--- src/design/assert_macros.svh ---
// Assertion macros used by the top-level design file
`ifndef ASSERT_MACROS_SVH
`define ASSERT_MACROS_SVH

// Check a condition on every clock edge outside reset
`define LCGRR_ASSERT_ALWAYS(name, cond, msg) \
  name: assert property (@(posedge clk) disable iff (!rst_n) (cond)) else $error(msg);

// Check that a condition in one cycle implies another in the next cycle
`define LCGRR_ASSERT_NEXT(name, ante, cons, msg) \
  name: assert property (@(posedge clk) disable iff (!rst_n) (ante) |=> (cons)) else $error(msg);

`endif

--- src/design/lcgrr_pkg.sv ---
// Package: types, constants and command/status structs of the ranged LCG block
package lcgrr_pkg;

  localparam int WORD_W  = 32;
  localparam int STATE_W = 64;
  localparam int MULT_SHIFT = 30;
  localparam int CFG_IDX_W = 1;

  localparam logic [STATE_W-1:0] LCG_INC = 64'd1234567891;

  localparam logic OP_RAW    = 1'b0;
  localparam logic OP_RANGED = 1'b1;

  localparam logic [CFG_IDX_W-1:0] REG_SEED_UPPER = 1'b0;
  localparam logic [CFG_IDX_W-1:0] REG_SEED_LOWER = 1'b1;

  typedef logic [WORD_W-1:0]        word_t;
  typedef logic signed [WORD_W-1:0] limit_t;
  typedef logic [STATE_W-1:0]       lcg_state_t;
  typedef logic [CFG_IDX_W-1:0]     cfg_idx_t;

  typedef struct packed {
    logic load_in;
    logic draw;
    logic mul;
    logic check;
    logic load_out;
  } cmd_t;

  typedef struct packed {
    logic op;
    logic err;
    logic fit;
  } status_t;

endpackage

--- src/design/lcgrr_in_if.sv ---
// Request channel: opcode and signed limits
interface lcgrr_in_if;
  import lcgrr_pkg::*;
  logic   valid;
  logic   ready;
  logic   opcode;
  limit_t lo_bound;
  limit_t hi_bound;

  modport source (output valid, opcode, lo_bound, hi_bound, input ready);
  modport sink (input valid, opcode, lo_bound, hi_bound, output ready);
endinterface

--- src/design/lcgrr_out_if.sv ---
// Result channel: value and range error flag
interface lcgrr_out_if;
  import lcgrr_pkg::*;
  logic  valid;
  logic  ready;
  word_t value;
  logic  bad_range;

  modport source (output valid, value, bad_range, input ready);
  modport sink (input valid, value, bad_range, output ready);
endinterface

--- src/design/lcgrr_ctrl.sv ---
// Controller: sequences load, draw, scale multiply, check and result hand-off
module lcgrr_ctrl (
  input  logic              clk,
  input  logic              rst_n,
  input  logic              in_valid,
  output logic              in_ready,
  output logic              out_valid,
  input  logic              out_ready,
  input  lcgrr_pkg::status_t status,
  output lcgrr_pkg::cmd_t    cmd
);
  import lcgrr_pkg::*;

  localparam logic [2:0] S_IDLE = 3'd0;
  localparam logic [2:0] S_DRAW = 3'd1;
  localparam logic [2:0] S_MUL  = 3'd2;
  localparam logic [2:0] S_CHK  = 3'd3;
  localparam logic [2:0] S_DONE = 3'd4;

  logic [2:0] state_r, state_nxt;
  logic       out_valid_r, out_valid_nxt;
  logic       out_free;

  assign out_free  = !out_valid_r || out_ready;
  assign in_ready  = (state_r == S_IDLE);
  assign out_valid = out_valid_r;

  always_comb begin
    state_nxt     = state_r;
    out_valid_nxt = out_valid_r && !out_ready;
    cmd           = '0;
    unique case (state_r)
      S_IDLE: begin
        if (in_valid) begin
          cmd.load_in = 1'b1;
          state_nxt   = S_DRAW;
        end
      end
      S_DRAW: begin
        if (status.op == OP_RANGED && status.err) begin
          state_nxt = S_DONE;
        end else begin
          cmd.draw  = 1'b1;
          state_nxt = (status.op == OP_RAW) ? S_DONE : S_MUL;
        end
      end
      S_MUL: begin
        cmd.mul   = 1'b1;
        state_nxt = S_CHK;
      end
      S_CHK: begin
        cmd.check = 1'b1;
        state_nxt = status.fit ? S_DONE : S_DRAW;
      end
      S_DONE: begin
        if (out_free) begin
          cmd.load_out  = 1'b1;
          out_valid_nxt = 1'b1;
          state_nxt     = S_IDLE;
        end
      end
      default: begin
        state_nxt = S_IDLE;
      end
    endcase
  end

  always_ff @(posedge clk) begin
    if (!rst_n) begin
      state_r     <= S_IDLE;
      out_valid_r <= 1'b0;
    end else begin
      state_r     <= state_nxt;
      out_valid_r <= out_valid_nxt;
    end
  end

endmodule

--- src/design/lcgrr_dpath.sv ---
// Datapath: seed registers, generator state, scaling multiply and result register
module lcgrr_dpath (
  input  logic                clk,
  input  logic                rst_n,
  input  logic                cfg_we,
  input  lcgrr_pkg::cfg_idx_t cfg_index,
  input  lcgrr_pkg::word_t    cfg_wdata,
  input  logic                in_opcode,
  input  lcgrr_pkg::limit_t   in_lo_bound,
  input  lcgrr_pkg::limit_t   in_hi_bound,
  input  lcgrr_pkg::cmd_t     cmd,
  output lcgrr_pkg::status_t  status,
  output lcgrr_pkg::word_t    out_value,
  output logic                out_bad_range
);
  import lcgrr_pkg::*;

  word_t      seed_upper_r, seed_upper_nxt;
  word_t      seed_lower_r, seed_lower_nxt;
  lcg_state_t gen_r, gen_nxt, gen_step;
  logic       op_r, err_r;
  word_t      lo_r, span_r, draw_r, t_r, value_r;
  logic       bad_range_r;
  lcg_state_t prod_r;
  lcg_state_t scaled;
  word_t      t_cand;

  // state * (2^30 + 1) + inc, mod 2^64
  assign gen_step = gen_r + (gen_r << MULT_SHIFT) + LCG_INC;

  // draw * (span + 2) = draw * span + 2 * draw
  assign scaled = prod_r + {{(STATE_W-WORD_W-1){1'b0}}, draw_r, 1'b0};
  assign t_cand = scaled[STATE_W-1:WORD_W];

  assign status.op  = op_r;
  assign status.err = err_r;
  assign status.fit = (t_cand <= span_r);

  always_comb begin
    seed_upper_nxt = seed_upper_r;
    seed_lower_nxt = seed_lower_r;
    if (cfg_we) begin
      unique case (cfg_index)
        REG_SEED_UPPER: seed_upper_nxt = cfg_wdata;
        REG_SEED_LOWER: seed_lower_nxt = cfg_wdata;
        default: ;
      endcase
    end
    if (cfg_we) begin
      gen_nxt = {seed_upper_nxt, seed_lower_nxt};
    end else if (cmd.draw) begin
      gen_nxt = gen_step;
    end else begin
      gen_nxt = gen_r;
    end
  end

  always_ff @(posedge clk) begin
    if (!rst_n) begin
      seed_upper_r <= '0;
      seed_lower_r <= '0;
      gen_r        <= '0;
    end else begin
      seed_upper_r <= seed_upper_nxt;
      seed_lower_r <= seed_lower_nxt;
      gen_r        <= gen_nxt;
    end
  end

  always_ff @(posedge clk) begin
    if (cmd.load_in) begin
      op_r   <= in_opcode;
      err_r  <= (in_lo_bound > in_hi_bound);
      lo_r   <= word_t'(in_lo_bound);
      span_r <= word_t'(in_hi_bound) - word_t'(in_lo_bound);
    end
    if (cmd.draw) begin
      draw_r <= gen_step[STATE_W-1:WORD_W];
    end
    if (cmd.mul) begin
      prod_r <= {{(STATE_W-WORD_W){1'b0}}, draw_r} * {{(STATE_W-WORD_W){1'b0}}, span_r};
    end
    if (cmd.check) begin
      t_r <= t_cand;
    end
    if (cmd.load_out) begin
      if (op_r == OP_RAW) begin
        value_r     <= draw_r;
        bad_range_r <= 1'b0;
      end else if (err_r) begin
        value_r     <= '0;
        bad_range_r <= 1'b1;
      end else begin
        value_r     <= lo_r + t_r;
        bad_range_r <= 1'b0;
      end
    end
  end

  assign out_value     = value_r;
  assign out_bad_range = bad_range_r;

endmodule

--- src/design/lcg_ranged_random.sv ---
// Ranged LCG random block: 64-bit linear congruential generator with raw and
// bounded draws. A raw draw, or a request whose lower limit exceeds its upper
// limit, passes through the draw and done states before its result is loaded
// into the output register; a ranged draw repeats draw, multiply and check
// until the rejection test accepts. Each ranged draw costs one state update (a
// shift and add), one 32x32 scaling multiply and one threshold check in
// sequence. One request is in flight at a time; the next request is taken as
// soon as the previous result sits in the output register. A result waits in
// the output register while the receiver stalls and holds off the next one.
// Seed writes reload the state.
`include "assert_macros.svh"

module lcg_ranged_random (
  input  logic                clk,
  input  logic                rst_n,
  lcgrr_in_if.sink            in_if,
  lcgrr_out_if.source         out_if,
  input  logic                cfg_we,
  input  lcgrr_pkg::cfg_idx_t cfg_index,
  input  lcgrr_pkg::word_t    cfg_wdata
);
  import lcgrr_pkg::*;

  cmd_t    cmd;
  status_t status;

  lcgrr_ctrl u_ctrl (
    .clk       (clk),
    .rst_n     (rst_n),
    .in_valid  (in_if.valid),
    .in_ready  (in_if.ready),
    .out_valid (out_if.valid),
    .out_ready (out_if.ready),
    .status    (status),
    .cmd       (cmd)
  );

  lcgrr_dpath u_dpath (
    .clk           (clk),
    .rst_n         (rst_n),
    .cfg_we        (cfg_we),
    .cfg_index     (cfg_index),
    .cfg_wdata     (cfg_wdata),
    .in_opcode     (in_if.opcode),
    .in_lo_bound   (in_if.lo_bound),
    .in_hi_bound   (in_if.hi_bound),
    .cmd           (cmd),
    .status        (status),
    .out_value     (out_if.value),
    .out_bad_range (out_if.bad_range)
  );

  `LCGRR_ASSERT_ALWAYS(a_err_value_zero,
    !(out_if.valid && out_if.bad_range) || (out_if.value == '0),
    "range error with nonzero value")
  `LCGRR_ASSERT_ALWAYS(a_cmd_onehot, $onehot0(cmd), "more than one datapath command")
  `LCGRR_ASSERT_NEXT(a_busy_after_load, cmd.load_in, !in_if.ready, "request taken while busy")
  `LCGRR_ASSERT_NEXT(a_mul_then_check, cmd.mul, cmd.check, "multiply not followed by check")
  `LCGRR_ASSERT_NEXT(a_load_shows_result, cmd.load_out, out_if.valid, "result not presented")

endmodule
--- src/flat_wrapper.sv ---
// flat-port wrapper written by rule: the top's interface ports become plain ports
module lcg_ranged_random_flat import lcgrr_pkg::*;
  (clk, rst_n, cfg_we, cfg_index, cfg_wdata, in_if_valid, in_if_opcode, in_if_lo_bound, in_if_hi_bound, in_if_ready, out_if_valid, out_if_value, out_if_bad_range, out_if_ready);
  lcgrr_in_if in_if_i ();
  lcgrr_out_if out_if_i ();
  input  logic clk;
  input  logic rst_n;
  input  logic cfg_we;
  input  lcgrr_pkg::cfg_idx_t cfg_index;
  input  lcgrr_pkg::word_t cfg_wdata;
  input wire logic [$bits(in_if_i.valid)-1:0] in_if_valid;
  input wire logic [$bits(in_if_i.opcode)-1:0] in_if_opcode;
  input wire logic [$bits(in_if_i.lo_bound)-1:0] in_if_lo_bound;
  input wire logic [$bits(in_if_i.hi_bound)-1:0] in_if_hi_bound;
  output wire logic [$bits(in_if_i.ready)-1:0] in_if_ready;
  output wire logic [$bits(out_if_i.valid)-1:0] out_if_valid;
  output wire logic [$bits(out_if_i.value)-1:0] out_if_value;
  output wire logic [$bits(out_if_i.bad_range)-1:0] out_if_bad_range;
  input wire logic [$bits(out_if_i.ready)-1:0] out_if_ready;
  assign in_if_i.valid = in_if_valid;
  assign in_if_i.opcode = in_if_opcode;
  assign in_if_i.lo_bound = in_if_lo_bound;
  assign in_if_i.hi_bound = in_if_hi_bound;
  assign in_if_ready = in_if_i.ready;
  assign out_if_valid = out_if_i.valid;
  assign out_if_value = out_if_i.value;
  assign out_if_bad_range = out_if_i.bad_range;
  assign out_if_i.ready = out_if_ready;
  lcg_ranged_random u_core (.clk(clk), .rst_n(rst_n), .in_if(in_if_i), .out_if(out_if_i), .cfg_we(cfg_we), .cfg_index(cfg_index), .cfg_wdata(cfg_wdata));
endmodule
--- config.mk ---
export PLATFORM = sky130hd
export DESIGN_NAME = lcg_ranged_random_flat
export DESIGN_NICKNAME = d
export VERILOG_FILES = /design/src/design/lcgrr_pkg.sv /design/src/design/lcgrr_in_if.sv /design/src/design/lcgrr_out_if.sv /design/src/design/lcgrr_ctrl.sv /design/src/design/lcgrr_dpath.sv /design/src/design/lcg_ranged_random.sv /design/src/flat_wrapper.sv
export VERILOG_INCLUDE_DIRS = /design/src /design/src/design
export SDC_FILE = /design/constraint.sdc
export NUM_CORES = 2
export LEC_CHECK = 0
export BUFFER_PORTS_ARGS = -buffer_cell sky130_fd_sc_hd__clkbuf_2
export CELL_PAD_IN_SITES_DETAIL_PLACEMENT = 1
export CELL_PAD_IN_SITES_GLOBAL_PLACEMENT = 1
export CORE_MARGIN = 3
export CORE_UTILIZATION = 40
export CTS_BUF_LIST = sky130_fd_sc_hd__clkbuf_4 sky130_fd_sc_hd__clkbuf_8 sky130_fd_sc_hd__clkbuf_16
export CTS_CLUSTER_DIAMETER = 200
export CTS_CLUSTER_SIZE = 20
export DETAILED_ROUTE_END_ITERATION = 12
export PLACE_DENSITY = 0.81
export SLEW_MARGIN = 30
export SYNTH_ARGS = -nofsm -noshare
export SYNTH_HDL_FRONTEND = slang
export SYNTH_SLANG_ARGS = --single-unit
--- constraint.sdc ---
create_clock -name clk -period 8 [get_ports clk]
set_clock_uncertainty 0.05 [all_clocks]
set_input_delay 0.8 -clock clk [delete_from_list [all_inputs] [get_ports clk]]
set_output_delay 0.8 -clock clk [all_outputs]
set_load 0.1 [all_outputs]
==> flow_summary.yaml <==
sta:
  slew_headroom: 0.2928
  worst_slack_ns: -0.4922
  worst_slew_pin_slew_ns: 1.053
  setup_violations: 19
  fin_crit_ns: 8.492
  rsz0062_at_grt: "yes"
  final_hold_viol_count: 0
  min_period_over_period: 1.062
  slew_violations: 0
  tns_ns: -5.073
  max_clock_freq_mhz: 117.8
synthesis:
  synthesis.nets: 7369
  syn_inst: 5863
  syn_area_sq_um: 54930
  synth_warnings: 0
  yosys-top-cells-area: "fa_1 33%, edfxtp_1 12%, ha_1 11%"
  avgSynthCellArea_sq_um: 9.369
  ys_seq_elements: 358
  yosys.area.top_type: "fa_1"
  synth_flop_cell: "edfxtp_1"
  ys_async_sr_fraction: 0
  synth_cell_type_count: 88
  synth_edf_count: 226
  synth-seq-area-share: 0.1717
  synth_top_area_frac: 0.3276
floorplan:
  die_w_um: 376.6
  die_area_sq_um: 141800
  rows: 135
  core_area_sq_um: 136000
  start_util: 0.4040
  io-pin-count: 138
  die_height_um: 376.6
routing:
  drt_iter0_drc: 3843
  drc: 0
  wl_per_cell_um: 25.87
  dr.max_layer_used: "met5"
  wl_met2_mm: 95.39
  vias: 45480
  wl_met3_mm: 19.40
  drt_pass1_iterations: 6
  wirelength_mm: 207.5
  wl_met1_mm: 80.09
  viasPerCell: 5.670
  antenna_left: 0
worst_setup_path:
  critPathMaxStageDelay_ns: 0.63
  reg2reg_to: "u_core.u_dpath.prod_r[61]$_DFFE_PP_"
  critPathKind: "reg -> reg"
  worstPathArrival_ns: 8.79
  path_max_fanout: 6
  endpoint_kind: "register"
  crit_family: "adder cells"
  crit_slowest_cell: "fa_1"
  r2r-start: "u_core.u_dpath.span_r[20]$_DFFE_PP_"
  r2r_cells: 26
  crit_buf_inv: 8
  worst-endpoint-required_ns: 8.29
  crit_path_start_kind: "register"
  crit_path_frequent_cell: "fa_1"
  r2r_slack_ns: -0.49
placed_design:
  dpl.hpwl_mm: 165.6
  io_buffers: 137
  gp_congestion: 1.022
min_path:
  hp-start: "in_if_opcode"
  worstHoldEndpoint: "u_core.u_dpath.op_r$_DFFE_PP_"
  min_path_cells: 1
  holdCritPathClass: "in -> reg"
global_routing:
  grt_pass1_vias: 51050
  grt_pass1_wl_mm: 310.3
  grt_max_degree: 75
  grt_use_total: 0.2883
  grt-ovfl-total: 0
  antenna_found_initial: 12
final_layout:
  drive_gt1_frac: 0.1408
  syn2layout_area_growth_pct: 14.11
  fin_nets: 7728
clock_network:
  cts_tree: "yes"
  cts_root_buf: "clkbuf_16"
  postCtsHoldBufs: 0
  cts_buffer_depth: 3
  clock-sinks: 358
  cts_inserted_buffers: 21
  cts-htree-levels: 1
  clkTransAtPathRegs_ns: 0.13
  clock_latency_ns: 0.63
outcome:
  status: "complete, but fails checks"
  violations: "setup timing"
job:
  cap_violations: 0
per-layer routing:
metal | track usage | vias to the layer above
met5 | 0 | -
met4 | 0.1350 | 8
met3 | 0.06487 | 650
met2 | 0.4684 | 2141
met1 | 0.3653 | 23470
li1 | - | 19200
synthesized netlist by cell type, types with 46 or more instances:
cell type  number
and2_1        472
dfxtp_1       132
a21boi_0       68
clkbuf_1      259
edfxtp_1      226
nand4_1        46
fa_1          899
ha_1          504
mux2i_1        47
nor2_1        304
a21oi_1       214
a21o_1        133
xor2_1         73
nand2_1       722
xnor2_1       125
inv_1        1011
o21ai_0       108
final cells by class:
cell class	count	area [sq um]
Antenna cell	6	15.01
Clock buffer	34	629.4
Clock inverter	1	8.758
Fill cell	15430	73290
Inverter	1026	3874
Multi-Input combinational cell	4210	41380
Sequential cell	358	9429
Tap cell	1781	2228
Timing Repair Buffer	605	5115
how the worst max path moves through the flow:
stage	from	end	slack, ns	depth (start not counted)
2_1_floorplan	u_core.u_dpath.draw_r[28]$_DFFE_PP_	u_core.u_dpath.prod_r[62]$_DFFE_PP_	0.10	27
3_3_place_gp	u_core.u_dpath.span_r[9]$_DFFE_PP_	u_core.u_dpath.prod_r[62]$_DFFE_PP_	-0.50	27
3_5_place_dp	u_core.u_dpath.draw_r[8]$_DFFE_PP_	u_core.u_dpath.prod_r[62]$_DFFE_PP_	-0.77	30
4_1_cts	u_core.u_dpath.span_r[13]$_DFFE_PP_	u_core.u_dpath.prod_r[62]$_DFFE_PP_	-0.21	26
5_1_grt	u_core.u_dpath.draw_r[17]$_DFFE_PP_	u_core.u_dpath.prod_r[61]$_DFFE_PP_	-0.60	26
6_report	u_core.u_dpath.span_r[20]$_DFFE_PP_	u_core.u_dpath.prod_r[61]$_DFFE_PP_	-0.49	26
cells by family (layout without fill, tap and decap cells):
logic type      after synthesis  after routing  synth area share
compound gates              787            787            0.1002
xor+xnor                    198            198           0.03157
fa+ha+maj                  1403           1403            0.4424
buf+inv                    1295           1666           0.08849
flops                       358            358            0.1717
mux                          65             65           0.01225
other cells                   0              6                 0
simple gates               1757           1757            0.1534
stage by stage:
step,instance area (sq um),hold WS [ns],std cells,worst slack (ns),util
2_1_floorplan,54930,0.3900,5863,0.1010,-
3_3_place_gp,60180,0.3977,7886,-0.4963,0.4426
3_5_place_dp,60230,0.4068,7888,-0.7683,0.4430
4_1_cts,61930,0.3080,7974,-0.2120,0.4555
5_1_grt,62670,0.3331,8015,-0.5968,0.4609
6_report,62680,0.3427,8021,-0.4922,0.4610
what timing repair did:
| action | CTS | global route |
|---|---|---|
| gates cloned | 2 | 1 |
| endpoints found under the setup margin | 21 | 26 |
| setup buffers | 51 | 40 |
| pin swaps | 67 | 57 |
| gates resized for setup | 154 | 105 |
sequential cells by signal, indices dropped and copies added, names as in the netlist, 3 cells and up:
| signal | count |
|---|---|
| u_core.u_ctrl.state_r | 3 |
| u_core.u_dpath.draw_r | 32 |
| u_core.u_dpath.gen_r | 64 |
| u_core.u_dpath.lo_r | 32 |
| u_core.u_dpath.out_value | 32 |
| u_core.u_dpath.prod_r | 63 |
| u_core.u_dpath.seed_lower_r | 32 |
| u_core.u_dpath.seed_upper_r | 32 |
| u_core.u_dpath.span_r | 32 |
| u_core.u_dpath.t_r | 32 |
layout by cell type (no fill, tap or decap), drive strengths merged, types with 30 or more instances in the layout:
cell type  synthesis  final
dfxtp            132    132
a21oi            218    218
edfxtp           226    226
a21o             133    133
nand4             46     46
and3              31     31
inv             1013   1011
o21ai            116    116
nor2             304    304
xnor2            125    125
o21a              30     30
nor3              31     31
nand2b            31     31
buf               10    471
ha               504    504
xor2              73     73
mux2i             47     47
a21boi            68     68
nand2            722    722
and2             472    472
fa               899    899
nand3             45     45
clkbuf           259    168
nor2b             31     31
Power is left out: the tool's default activity adds up to more than one toggle a clock period on the data nets, which glitch-free logic cannot reach.
